File: src/hdl/fsic_ram.sv
// generic single write port, single read port ram with registered read
// no dependencies
`default_nettype none

module fsic_ram #(
   parameter int unsigned WIDTH = 64,
   parameter int unsigned DEPTH = 64,
   parameter int unsigned AW    = (DEPTH > 1) ? $clog2(DEPTH) : 1
) (
   input  wire logic             clock,
   input  wire logic             wr_en,
   input  wire logic [AW-1:0]    wr_addr,
   input  wire logic [WIDTH-1:0] wr_data,
   input  wire logic             rd_en,
   input  wire logic [AW-1:0]    rd_addr,
   output logic      [WIDTH-1:0] rd_data
);

   logic [WIDTH-1:0] mem_ff [DEPTH];
   logic [WIDTH-1:0] rd_data_ff;

   always_ff @(posedge clock) begin
      if (wr_en) begin
         mem_ff[wr_addr] <= wr_data;
      end
      if (rd_en) begin
         rd_data_ff <= mem_ff[rd_addr];
      end
   end

   assign rd_data = rd_data_ff;

endmodule

`default_nettype wire

File: config.mk
export PLATFORM = sky130hd
export DESIGN_NAME = fsic_ram
export DESIGN_NICKNAME = d
export VERILOG_FILES = /design/src/hdl/fsic_ram.sv
export SDC_FILE = /design/constraint.sdc
export NUM_CORES = 2
export LEC_CHECK = 0
export BUFFER_PORTS_ARGS = -buffer_cell sky130_fd_sc_hd__buf_2
export CORE_UTILIZATION = 48
export DETAILED_ROUTE_END_ITERATION = 10
export PLACE_DENSITY = 0.68
export SLEW_MARGIN = 20
export SYNTH_ARGS = -nofsm -noshare
export SYNTH_HDL_FRONTEND = slang
export SYNTH_SLANG_ARGS = --single-unit
File: constraint.sdc
create_clock -name clock -period 10.1 [get_ports clock]
set_clock_uncertainty 0.15 [all_clocks]
set_input_delay 0.505 -clock clock [delete_from_list [all_inputs] [get_ports clock]]
set_output_delay 0.505 -clock clock [all_outputs]
set_load 0.02 [all_outputs]
==> Yosys cells after proc, flatten, opt, wreduce, memory -nomap -nowiden <==
Memories as Yosys holds them, arrays and structs flattened. A register that Yosys moved wholly into a read port is not among the register bits.
Index checks and enable logic that the tools add are counted.
{ "totals": {"register_bits": 0, "ram_bits": 4096, "in_bits": 79, "output_inout_bits": 64, "memories": 1} }
{ "classes": {"mux": 2} }
{ "memory_table": {"columns": ["memory", "depth", "word_bits", "read_ports", "rd_clocked_by_memory_dff", "write_ports", "line_no", "source"], "rows": [
  ["mem_ff", 64, 64, 1, 1, 1, "19", "logic [WIDTH-1:0] mem_ff [DEPTH];"]
]} }
{ "op_table": {"columns": ["op", "count"], "rows": [
  ["2-to-1 mux 1 bit", 2]
]} }

==> Logic depth before layout (Yosys ltp) <==
{ "depth": {"word_depth": 2, "ltp_mapped": 9, "mapped_depth_nobuf": 5} }

==> Worst setup path before layout <==
No wires, ideal clock.
{ "synth_path": {"path_kind": "input port to flip-flop", "start": "input port wr_addr[3]", "end": "memory mem_ff[48][0] (enable)", "arrival_time_ns": 5.377, "slack_ns": 4.009, "stages": 4, "path_buffers": 1, "path_cell_list": "clkbuf_1 nor2b_1 nand4b_1 nor3_1"} }
{ "synth_lines": {"columns": ["element", "line_no", "source"], "rows": [
  ["start, declared", "12", "input wire logic [AW-1:0] wr_addr,"],
  ["end, declared", "19", null]
]} }
No word-level cell before the write port.

==> flow_results.xml <==
<?xml version="1.0" encoding="UTF-8"?>
<metrics>
  <group name="outcome">
    <metric name="outcome" unit="">finished with violations</metric>
    <metric name="failing_checks" unit="">negative hold slack</metric>
  </group>
  <group name="drt">
    <metric name="route.vias.total" unit="">76500</metric>
    <metric name="drt.antenna.violating_nets" unit="">0</metric>
    <metric name="detail_route.drc_violations" unit="">0</metric>
    <metric name="via_per_inst" unit="">6.57</metric>
    <metric name="detail_route.wirelength" unit="µm">429000</metric>
    <metric name="post_drt_wl_per_cell" unit="µm">36.8</metric>
    <metric name="detailedRoute.firstPassIterationCount" unit="">6</metric>
    <metric name="drt_iter0_drc" unit="">11200</metric>
  </group>
  <group name="power">
    <metric name="switching_share" unit="%">20.9</metric>
    <metric name="p_clk_share" unit="%">41.2</metric>
    <metric name="p_int" unit="mW">28.0</metric>
    <metric name="design_power_total" unit="mW">35.4</metric>
    <metric name="leakagePower" unit="nW">54.5</metric>
    <metric name="p_seq_share" unit="%">54.3</metric>
    <metric name="power.ir.vdd_worst" unit="mV">0.172</metric>
    <metric name="power_switching" unit="mW">7.39</metric>
    <metric name="cellPowerDensity" unit="mW/mm²">201</metric>
    <metric name="p_comb_share" unit="%">4.5</metric>
  </group>
  <group name="yosys">
    <metric name="synth_cell_type_count" unit="">32</metric>
    <metric name="ys_seq_area_share" unit="%">79.6</metric>
    <metric name="flip_flop_and_latch_count_after_synthesis" unit="">4160</metric>
    <metric name="synthesis.area_per_instance" unit="µm²">23.8</metric>
    <metric name="yosysWarnings" unit="">0</metric>
    <metric name="netlist_instances" unit="">6598</metric>
    <metric name="syn-num-nets" unit="">6677</metric>
    <metric name="post_synth_instance_area" unit="mm²">0.157</metric>
  </group>
  <group name="global_routing">
    <metric name="grt_use_total" unit="%">25.9</metric>
    <metric name="globalRouteOverflowTotal" unit="">0</metric>
    <metric name="grt_util_met3" unit="%">4.86</metric>
    <metric name="grt_first_pass_wirelength" unit="µm">596000</metric>
    <metric name="met1_track_usage_gr" unit="%">36.5</metric>
    <metric name="grt_busiest_layer" unit="">met2</metric>
    <metric name="antenna_found_initial" unit="">40</metric>
    <metric name="first_global_vias" unit="">75900</metric>
    <metric name="maximum_number_of_pins_on_one_net_before_global_route_repair" unit="">136</metric>
    <metric name="grt_util_met2" unit="%">41.0</metric>
  </group>
  <group name="worst_hold_path">
    <metric name="hold_path.class" unit="">input pin to flip-flop</metric>
    <metric name="hold_path_depth" unit="">1</metric>
  </group>
  <group name="worst_setup_path">
    <metric name="worst_setup_path_start_kind" unit="">input pin</metric>
    <metric name="critical_path.n_buffers_inverters" unit="">4</metric>
    <metric name="crit_path_max_fanout" unit="">64</metric>
    <metric name="r2r_setup_slk" unit="ps">7440</metric>
    <metric name="ff2ff_path_depth" unit="">5</metric>
    <metric name="crit_type" unit="">input pin to flip-flop</metric>
    <metric name="timing.critical_path.mode_cell" unit="">sky130_fd_sc_hd__buf_4</metric>
    <metric name="cp.required" unit="ps">10550</metric>
    <metric name="worst_path_largest_cell_delay" unit="ps">880</metric>
    <metric name="crit_end" unit="">rd_data[31]</metric>
    <metric name="path_delay_family" unit="">buffers and inverters</metric>
    <metric name="worstSetupPathDepth" unit="">9</metric>
    <metric name="startpoint_of_the_worst_register_to_register_path" unit="">mem_ff[13][30]</metric>
    <metric name="timing.critical_path.cells" unit="">buf_8 &gt; buf_4 &gt; buf_4 &gt; buf_4 &gt; mux4_2 &gt; mux2i_1 &gt; nand2_1 &gt; a31oi_1 &gt; a211oi_1</metric>
    <metric name="cp.arrival" unit="ps">4720</metric>
    <metric name="timing.critical_path.to_type" unit="">flip-flop</metric>
    <metric name="regToRegEndpoint" unit="">rd_data[30]</metric>
    <metric name="crit_start" unit="">rd_addr[2]</metric>
    <metric name="worst_path_max_delay_cell" unit="">sky130_fd_sc_hd__buf_4</metric>
  </group>
  <group name="clocking">
    <metric name="clock_insertion_delay_worst_skew" unit="ps">930</metric>
    <metric name="ctsResizeCount" unit="">0</metric>
    <metric name="post_cts_hold_buffer_count" unit="">1</metric>
    <metric name="cts_inserted_buffers" unit="">397</metric>
    <metric name="tritoncts_clock_tree" unit="">yes</metric>
    <metric name="cts.root.buffer_cell" unit="">sky130_fd_sc_hd__clkbuf_16</metric>
    <metric name="worst_setup_hold_path_clk_slew" unit="ps">60</metric>
    <metric name="cts_setup_buffers" unit="">0</metric>
    <metric name="cts.sinks" unit="">4160</metric>
    <metric name="cts-root-to-sink-buffers" unit="">4</metric>
    <metric name="h-tree-depth" unit="">5</metric>
  </group>
  <group name="layout">
    <metric name="finish.utilization" unit="%">54.3</metric>
    <metric name="multi_input_comb_area" unit="mm²">0.0308</metric>
    <metric name="final_cell_mix" unit="">4160 x sky130_fd_sc_hd__edfxtp_1, 1024 x sky130_fd_sc_hd__mux4_2, 402 x sky130_fd_sc_hd__clkbuf_16, 193 x sky130_fd_sc_hd__buf_4, 168 x sky130_fd_sc_hd__a22oi_1</metric>
    <metric name="layout.area.seq" unit="mm²">0.125</metric>
    <metric name="layout.cells.most_common" unit="">sky130_fd_sc_hd__edfxtp_1</metric>
    <metric name="nets" unit="">7058</metric>
    <metric name="layout.filler_cells" unit="">23700</metric>
    <metric name="area.growth.synth_to_final" unit="%">12.4</metric>
    <metric name="final_layout_size_suffix_gt1_share" unit="%">27.5</metric>
  </group>
  <group name="sta">
    <metric name="setup_viol" unit="">0</metric>
    <metric name="fin_worst_hold_slack" unit="ps">-0.743</metric>
    <metric name="setup_total_negative_slack" unit="ps">0</metric>
    <metric name="worst_slew_pin_slew" unit="ps">1220</metric>
    <metric name="final-max-slew-violation-count" unit="">0</metric>
    <metric name="achievable-frequency" unit="GHz">0.234</metric>
    <metric name="timing.max_slew.rel_slack" unit="%">18.8</metric>
    <metric name="finalCriticalPeriod" unit="ps">4270</metric>
    <metric name="rsz0062_at_grt" unit="">false</metric>
    <metric name="timing_hold_violations_final" unit="">2</metric>
    <metric name="timing.final.crit_share" unit="%">42.3</metric>
  </group>
  <group name="floorplan">
    <metric name="initial_utilization" unit="%">48.3</metric>
    <metric name="core_area" unit="mm²">0.325</metric>
    <metric name="floorplan.rows" unit="">209</metric>
    <metric name="die_width" unit="µm">574</metric>
    <metric name="boundaryPins" unit="">143</metric>
    <metric name="dieArea" unit="mm²">0.329</metric>
    <metric name="floorplan.die.height" unit="µm">574</metric>
  </group>
  <group name="place">
    <metric name="io_buffer_count" unit="">142</metric>
    <metric name="dp_hpwl" unit="µm">221000</metric>
    <metric name="gpl.final_weighted_congestion" unit="">0.792</metric>
  </group>
  <group name="run">
    <metric name="maxCapViolations" unit="">0</metric>
  </group>
</metrics>
==> final cells by class <==
cell class	count	share of cell area (%)
Clock buffer	482	5.87
Multi-Input combinational cell	2049	17.5
Antenna cell	28	0.0397
Inverter	19	0.0404
Sequential cell	4160	70.8
Tap cell	4325	3.07
Timing Repair Buffer	352	1.47
Clock inverter	227	1.25
==> worst min path at each step <==
stage / to / startpoint / slack, ps
after floorplan: mem_ff[0][0] / wr_data[0] / 450
after global placement: rd_data[24] / rd_en / 740
after detailed placement: rd_data[24] / rd_en / 740
after CTS: mem_ff[50][5] / wr_addr[1] / 90
after global routing: mem_ff[42][11] / wr_data[11] / 7
final: mem_ff[42][11] / wr_data[11] / -0.7
==> per-layer routing <==
| metal | share of wire, % | wire length [µm] | vias to the layer above |
|---|---|---|---|
| li1 | - | - | 29300 |
| met1 | 38 | 161000 | 41300 |
| met2 | 47 | 204000 | 5037 |
| met3 | 11 | 48000 | 859 |
| met4 | 3.8 | 16400 | 8 |
| met5 | 0.011 | 46 | - |
==> synth_stat cells <==
cell type / instances / area (µm²)
sky130_fd_sc_hd__mux2i_1: 135 / 1350
sky130_fd_sc_hd__a22oi_1: 168 / 1260
sky130_fd_sc_hd__o221ai_1: 38 / 333
sky130_fd_sc_hd__a41oi_1: 26 / 228
sky130_fd_sc_hd__a22o_1: 88 / 771
sky130_fd_sc_hd__inv_1: 19 / 71.3
sky130_fd_sc_hd__o22ai_1: 83 / 519
sky130_fd_sc_hd__a211oi_1: 63 / 473
sky130_fd_sc_hd__a31oi_1: 18 / 113
sky130_fd_sc_hd__or2_2: 28 / 175
sky130_fd_sc_hd__and2_1: 3 / 18.8
sky130_fd_sc_hd__clkbuf_1: 140 / 526
sky130_fd_sc_hd__buf_2: 170 / 851
sky130_fd_sc_hd__nand2b_1: 11 / 68.8
sky130_fd_sc_hd__a31o_1: 1 / 8.76
sky130_fd_sc_hd__nand4b_1: 1 / 8.76
sky130_fd_sc_hd__nand3b_1: 2 / 15.0
sky130_fd_sc_hd__nand3_1: 45 / 225
sky130_fd_sc_hd__buf_6: 6 / 67.6
sky130_fd_sc_hd__buf_1: 20 / 75.1
sky130_fd_sc_hd__or3_1: 29 / 181
sky130_fd_sc_hd__nand4_1: 2 / 12.5
sky130_fd_sc_hd__nor3_1: 2 / 10.0
sky130_fd_sc_hd__or3b_2: 1 / 8.76
sky130_fd_sc_hd__buf_4: 34 / 255
sky130_fd_sc_hd__and3_1: 64 / 400
sky130_fd_sc_hd__edfxtp_1: 4160 / 125000
sky130_fd_sc_hd__nor2b_1: 28 / 175
sky130_fd_sc_hd__nor2_1: 112 / 420
sky130_fd_sc_hd__mux4_2: 1024 / 23100
sky130_fd_sc_hd__nand2_1: 58 / 218
sky130_fd_sc_hd__a2bb2oi_1: 19 / 166
==> state kept, by name, indices dropped and copies added, names as in the netlist <==
signal,count
rd_data,64
mem_ff,4096
==> worst reg2reg max path: stages (launching register included) <==
cell	delay (ps)
sky130_fd_sc_hd__edfxtp_1	370
sky130_fd_sc_hd__mux4_2	490
sky130_fd_sc_hd__nor2b_1	150
sky130_fd_sc_hd__a211oi_1	620
sky130_fd_sc_hd__o22ai_1	370
sky130_fd_sc_hd__and3_1	250
==> cells by family (layout without fill, tap and decap cells) <==
logic type	count (synthesis)	count (layout)	synth area share [%]
buf+inv	389	1080	1.18
mux	1159	1159	15.6
other cells	0	28	0
flops	4160	4160	79.6
compound gates	504	504	2.47
simple gates	386	386	1.23
==> power by group through the flow <==
stage / Combinational, mW / Clock (mW) / Sequential [mW]
floorplan: 0.891 / 0 / 19.6
global placement: 1.55 / 0 / 19.6
detailed placement: 1.59 / 0 / 19.6
finish: 1.60 / 14.6 / 19.2
global route: 1.68 / 15.3 / 19.2
CTS: 1.59 / 14.7 / 19.2
==> metrics by stage <==
step	area [µm²]	cells	setup WS (ps)
after global routing	176000	11600	5800
final	176000	11600	5830
after detailed placement	164000	10900	4980
after CTS	176000	11600	5970
after floorplan	157000	6598	4010
after global placement	164000	10900	4940
No activity file was read; power rests on OpenSTA's default activity.
